## src/cqm_pkg.sv

```systemverilog
// ----------------------------------------------------------------------------
// cqm_pkg
// Shared types and constants for the comment and quote masker.
// ----------------------------------------------------------------------------
`default_nettype none

package cqm_pkg;

  localparam logic [7:0] CH_SQUOTE = 8'h27;
  localparam logic [7:0] CH_DQUOTE = 8'h22;
  localparam logic [7:0] CH_HASH   = 8'h23;
  localparam logic [7:0] CH_NL     = 8'h0A;
  localparam logic [7:0] CH_BSLASH = 8'h5C;
  localparam logic [7:0] CH_UNDER  = 8'h5F;
  localparam logic [7:0] CH_STAR   = 8'h2A;
  localparam logic [7:0] CH_SLASH  = 8'h2F;
  localparam logic [7:0] CH_SPACE  = 8'h20;

  localparam int QDEPTH = 4;
  localparam int QAW    = $clog2(QDEPTH);
  localparam int QCW    = $clog2(QDEPTH + 1);

  typedef enum logic [2:0] {
    MODE_CODE  = 3'd0,
    MODE_SQ    = 3'd1,
    MODE_DQ    = 3'd2,
    MODE_HASH  = 3'd3,
    MODE_SS    = 3'd4,
    MODE_BLOCK = 3'd5
  } mode_t;

  typedef struct packed {
    logic [7:0] ch;
    logic       line_end;
  } in_t;

  typedef struct packed {
    logic [7:0] out_ch;
    logic       out_last;
    logic [2:0] out_mode;
  } out_t;

  typedef struct packed {
    mode_t      mode;
    logic [7:0] prev_ch;
    logic [7:0] held_ch;
    logic       held_vld;
  } cqm_state_t;

  typedef struct packed {
    logic first_vld;
    out_t first;
    logic second_vld;
    out_t second;
  } cqm_res_t;

endpackage

`default_nettype wire

```

## src/cqm_step.sv

```systemverilog
// ----------------------------------------------------------------------------
// cqm_step
// Next-state and result logic for one input character.
// ----------------------------------------------------------------------------
`default_nettype none

module cqm_step (
  input  wire logic [7:0]          ch,
  input  wire logic                line_end,
  input  wire cqm_pkg::cqm_state_t cur,
  output cqm_pkg::cqm_state_t      nxt,
  output cqm_pkg::cqm_res_t        res
);
  import cqm_pkg::*;

  mode_t      s;
  logic [7:0] p;
  logic [7:0] oc;
  logic [7:0] held;
  logic       not_esc;

  always_comb begin
    s       = cur.mode;
    p       = cur.prev_ch;
    oc      = ch;
    held    = cur.held_ch;
    not_esc = (cur.prev_ch != CH_BSLASH);

    if (ch == CH_SQUOTE && not_esc && cur.mode == MODE_CODE) begin
      s = MODE_SQ;
    end else begin
      if (ch == CH_SQUOTE && not_esc && cur.mode == MODE_SQ) begin
        s = MODE_CODE;
      end
      if (ch == CH_DQUOTE && not_esc && (s == MODE_CODE || s == MODE_DQ)) begin
        s = (s == MODE_DQ) ? MODE_CODE : MODE_DQ;
      end else if (ch == CH_HASH && s == MODE_CODE) begin
        s = MODE_HASH;
      end else if (ch == CH_SLASH && cur.prev_ch == CH_SLASH && s == MODE_CODE) begin
        s = MODE_SS;
      end else if (ch == CH_STAR && cur.prev_ch == CH_SLASH && s == MODE_CODE) begin
        s = MODE_BLOCK;
      end else if (ch == CH_SLASH && cur.prev_ch == CH_STAR && s == MODE_BLOCK) begin
        s    = MODE_CODE;
        held = CH_STAR;
      end else if (ch == CH_NL) begin
        if (s == MODE_HASH || s == MODE_SS) begin
          s = MODE_CODE;
        end
      end else begin
        p = ch;
        if (s != MODE_CODE) begin
          oc = CH_UNDER;
        end
      end
    end

    res.first_vld       = cur.held_vld;
    res.first.out_ch    = held;
    res.first.out_last  = 1'b0;
    res.first.out_mode  = s;
    res.second_vld      = line_end;
    res.second.out_ch   = oc;
    res.second.out_last = 1'b1;
    res.second.out_mode = s;

    nxt.mode     = s;
    nxt.prev_ch  = line_end ? CH_SPACE : p;
    nxt.held_ch  = oc;
    nxt.held_vld = !line_end;
  end

endmodule

`default_nettype wire

```

## src/comment_and_quote_masker.sv

```systemverilog
// ----------------------------------------------------------------------------
// comment_and_quote_masker
// Masks the insides of quotes and comments in a character stream.
// ----------------------------------------------------------------------------
// The block takes one character per cycle while in_stall is low and updates
// its mode in the same cycle, so the next request can follow at once. Each
// character leaves one character later, except the last character of a line,
// which leaves in the same step right after the held one, so a line-end
// request can produce two results. Results wait in a four-entry queue that
// sends one per cycle while out_stall is low; the input stalls while the
// queue holds more than two entries. Accepted results are registered in it.
`default_nettype none

module comment_and_quote_masker (
  input  wire logic          clk,
  input  wire logic          rst_n,
  input  wire logic          in_valid,
  output logic               in_stall,
  input  wire cqm_pkg::in_t  in_data,
  output logic               out_valid,
  input  wire logic          out_stall,
  output cqm_pkg::out_t      out_data
);
  import cqm_pkg::*;

  cqm_state_t st_r;
  cqm_state_t st_nxt;
  cqm_res_t   res;

  out_t             q_r [QDEPTH];
  logic [QAW-1:0]   head_r;
  logic [QAW-1:0]   tail_r;
  logic [QCW-1:0]   cnt_r;
  logic [QAW-1:0]   tail2;
  logic             acc;
  logic             pop;
  logic [QCW-1:0]   n_push;

  cqm_step u_step (
    .ch       (in_data.ch),
    .line_end (in_data.line_end),
    .cur      (st_r),
    .nxt      (st_nxt),
    .res      (res)
  );

  assign in_stall  = (cnt_r > QCW'(QDEPTH - 2));
  assign acc       = in_valid && !in_stall;
  assign out_valid = (cnt_r != '0);
  assign out_data  = q_r[head_r];
  assign pop       = out_valid && !out_stall;
  assign n_push    = acc ? (QCW'(res.first_vld) + QCW'(res.second_vld)) : '0;
  assign tail2     = res.first_vld ? (tail_r + 1'b1) : tail_r;

  always_ff @(posedge clk) begin
    if (!rst_n) begin
      st_r.mode     <= MODE_CODE;
      st_r.prev_ch  <= CH_SPACE;
      st_r.held_vld <= 1'b0;
      head_r        <= '0;
      tail_r        <= '0;
      cnt_r         <= '0;
    end else begin
      if (acc) begin
        st_r.mode     <= st_nxt.mode;
        st_r.prev_ch  <= st_nxt.prev_ch;
        st_r.held_ch  <= st_nxt.held_ch;
        st_r.held_vld <= st_nxt.held_vld;
      end
      if (pop) begin
        head_r <= head_r + 1'b1;
      end
      tail_r <= tail_r + QAW'(n_push);
      cnt_r  <= cnt_r + n_push - QCW'(pop);
    end
  end

  always_ff @(posedge clk) begin
    if (acc) begin
      if (res.first_vld) begin
        q_r[tail_r] <= res.first;
      end
      if (res.second_vld) begin
        q_r[tail2] <= res.second;
      end
    end
  end

endmodule

`default_nettype wire

```

## config.mk

```make
export PLATFORM = sky130hd
export DESIGN_NAME = comment_and_quote_masker
export DESIGN_NICKNAME = d
export VERILOG_FILES = /design/src/cqm_pkg.sv /design/src/cqm_step.sv /design/src/comment_and_quote_masker.sv
export SDC_FILE = /design/constraint.sdc
export NUM_CORES = 1
export LEC_CHECK = 0
export BUFFER_PORTS_ARGS = -buffer_cell sky130_fd_sc_hd__buf_2
export CORE_ASPECT_RATIO = 1.5
export CORE_MARGIN = 10
export CORE_UTILIZATION = 55
export DETAILED_ROUTE_END_ITERATION = 10
export HOLD_SLACK_MARGIN = 0.05
export PLACE_DENSITY = 0.81
export SYNTH_ARGS = -nofsm -noshare
export SYNTH_HDL_FRONTEND = slang
export SYNTH_SLANG_ARGS = --single-unit
```

## constraint.sdc

```tcl
create_clock -name clk -period 3 [get_ports clk]
set_input_delay 0.45 -clock clk [delete_from_list [all_inputs] [get_ports clk]]
set_output_delay 0.45 -clock clk [all_outputs]
set_load 0.01 [all_outputs]
```

==> results.json <==
{
  "status": "finished clean",
  "place_ws_ps": 364,
  "timing.final.ws_setup_ps": 601,
  "grt_first_pass_wirelength_mm": 13.4,
  "finClkSkew_ps": 4.74,
  "grt_overflow": 0,
  "end_kind": "flop",
  "routabilityCongestion": 0.861,
  "max_cap_viol_count": 0,
  "cp.arrival_ps": 2400,
  "num_io_pins": 27,
  "clk_pin_slew_ps": 70,
  "routed_wl_mm": 8.16,
  "ys_seq_area_frac": 0.529,
  "setup_viol_count_final": 0,
  "std_cell_rows": 37,
  "ant_nets": 0,
  "cts_htree_levels": 3,
  "relSlewSlack": 0.614,
  "total_power_w": 0.00298,
  "synth_ff_type": "edfxtp_1",
  "cts_sinks": 77,
  "cts_hold_buffers": 0,
  "first_pass_iters": 5,
  "p_leak_nw": 1.63,
  "core_sq_um": 6900,
  "grt_antenna_before_repair": 0,
  "grt_max_degree": 15,
  "tightest_slew_ps": 574,
  "cts_tree": "yes",
  "max_freq_mhz": 417,
  "port_buffers": 26,
  "p_per_area_nw_per_um2": 700,
  "maxSlewViolCount": 0,
  "fin_nets": 380,
  "multi_input_area_sq_um": 1710,
  "die_w_um": 88.7,
  "dieArea_sq_um": 10900,
  "syn_avg_cell_area_sq_um": 11.8,
  "num_vias": 2768,
  "drive_gt1_frac": 0.188,
  "drc": 0,
  "die_y_um": 123,
  "rsz0062_at_grt": "no",
  "synthArstFlopShare": 0,
  "cts_buffers": 9,
  "synth.cell_area_sq_um": 3900,
  "hpwlAfterDp_mm": 6.15,
  "syn2layout_area_growth_pct": 9.11,
  "seq_area_sq_um": 2060,
  "antenna_cells": 0,
  "synth-edff-count": 52,
  "fillers": 538,
  "ys_ff_latch": 77,
  "clock_latency_ps": 350,
  "min_period_over_period": 0.800,
  "ys_types": 56,
  "mostFrequentLayoutCells": "52 x edfxtp_1, 34 x nor2_1, 32 x nand2_1, 26 x buf_2, 25 x dfxtp_1",
  "vdd_drop_max_uv": 376,
  "ctsRootBufferMaster": "clkbuf_8",
  "initial_core_util": 0.565,
  "final_common_cell": "edfxtp_1",
  "cp.required_ps": 3000,
  "synth_warnings": 0,
  "critical_path_class": "reg2reg",
  "synth_cells": 330,
  "fin_tns_setup_ps": 0,
  "post-cts-setup-buffer-count": 0,
  "grt_pass1_vias": 2706,
  "cp_max_fo": 11,
  "synth_fp_nets": 353,
  "layout_min_cycle_time_ps": 2400,
  "post_cts_resized": 0,
  "hold_violations": 0,
  "wl_per_cell_um": 18.5,
  "vias_per_cell": 6.29,
  "hold_class": "in2reg",
  "clock_path_buffers": 2,
  "drtIter0Drc": 227,
  "startpoint_type": "flop",
  "grt_use_total": 0.159
}
==> per-stage QoR <==
stage               cells  hold WS, ps   util  area (sq um)
floorplan             330          418      -          3900
global placement      424          431  0.593          4090
detailed placement    424          437  0.593          4090
finish                440          359  0.617          4250
global route          440          365  0.617          4250
CTS                   440          347  0.617          4250
==> Yosys cell counts (2+ instances only) <==
cell type / n / area, sq um
edfxtp_1: 52 / 1560
nor2_1: 34 / 128
nand2_1: 32 / 120
dfxtp_1: 25 / 500
o22ai_1: 24 / 150
inv_1: 19 / 71.3
and2_1: 15 / 93.8
mux4_2: 12 / 270
nand3_1: 10 / 50.1
ha_1: 9 / 113
a21oi_1: 8 / 40.0
o2bb2ai_1: 7 / 61.3
a22o_1: 5 / 43.8
buf_1: 5 / 18.8
nand2b_1: 5 / 31.3
buf_2: 4 / 20.0
nand4_1: 4 / 25.0
o21ai_0: 4 / 20.0
xnor2_1: 4 / 35.0
clkbuf_1: 3 / 11.3
nor2b_1: 3 / 18.8
nor3_4: 3 / 48.8
or3_1: 3 / 18.8
xor2_1: 3 / 26.3
a21o_1: 2 / 15.0
a32o_1: 2 / 20.0
and3_1: 2 / 12.5
and4_1: 2 / 17.5
nor3_1: 2 / 10.0
==> cell families (layout without fill, tap and decap cells) <==
family | Yosys count | after routing | synth area share
flip-flops | 77 | 77 | 0.529
XOR/XNOR | 7 | 7 | 0.0157
AO/OA/AOI/OAI | 65 | 65 | 0.138
multiplexers | 13 | 13 | 0.0719
adder cells (fa/ha/maj) | 10 | 10 | 0.0340
AND/OR/NAND/NOR | 126 | 126 | 0.178
buffers and inverters | 32 | 64 | 0.0331
==> worst paths after layout <==
path / slack [ps] / cells past startpoint / from / endpoint
worst min register to register: 440 / 2 / q_r[3][3] / q_r[3][3]
worst min-delay path: 360 / 2 / in_data[0] / st_r[0]
worst max register to register: 600 / 7 / tail_r[0] / q_r[0][8]
worst max-delay path: 600 / 7 / tail_r[0] / q_r[0][8]
==> worst max-delay path, cell delays in order, from the launching register on <==
cell     delay (ps)
dfxtp_1         500
inv_1           130
ha_1            360
nor2_1          110
a21oi_1          60
or2_1           280
and2_1          210
inv_1           380
==> flip-flops by register name, indices dropped and copies added (netlist names), named ones only <==
name,count
cnt_r,3
head_r,2
q_r,48
st_r,20
tail_r,2
==> layout make-up <==
type,instances,area share
sequential,77,0.485
multi-input combinational,221,0.401
clock buffer,14,0.0359
timing repair buffer,29,0.0359
tap,78,0.0229
inverter,19,0.0168
clock inverter,2,0.00235
==> routing by layer <==
layer,track usage,share of wire,vias to the layer above
met3,0.0382,0.049,26
met5,0,0,-
li1,-,-,1292
met1,0.179,0.40,1343
met4,0.0862,0.031,0
met2,0.269,0.52,107
==> power breakdown <==
group	leakage, nW	internal, W	switching [W]
logic	0.806	0.000404	0.000504
registers	0.744	0.00130	0.0000984
clock network	0.0844	0.000322	0.000352
total	1.63	0.00202	0.000955
Note: power is estimated with default switching activity, not from simulation.
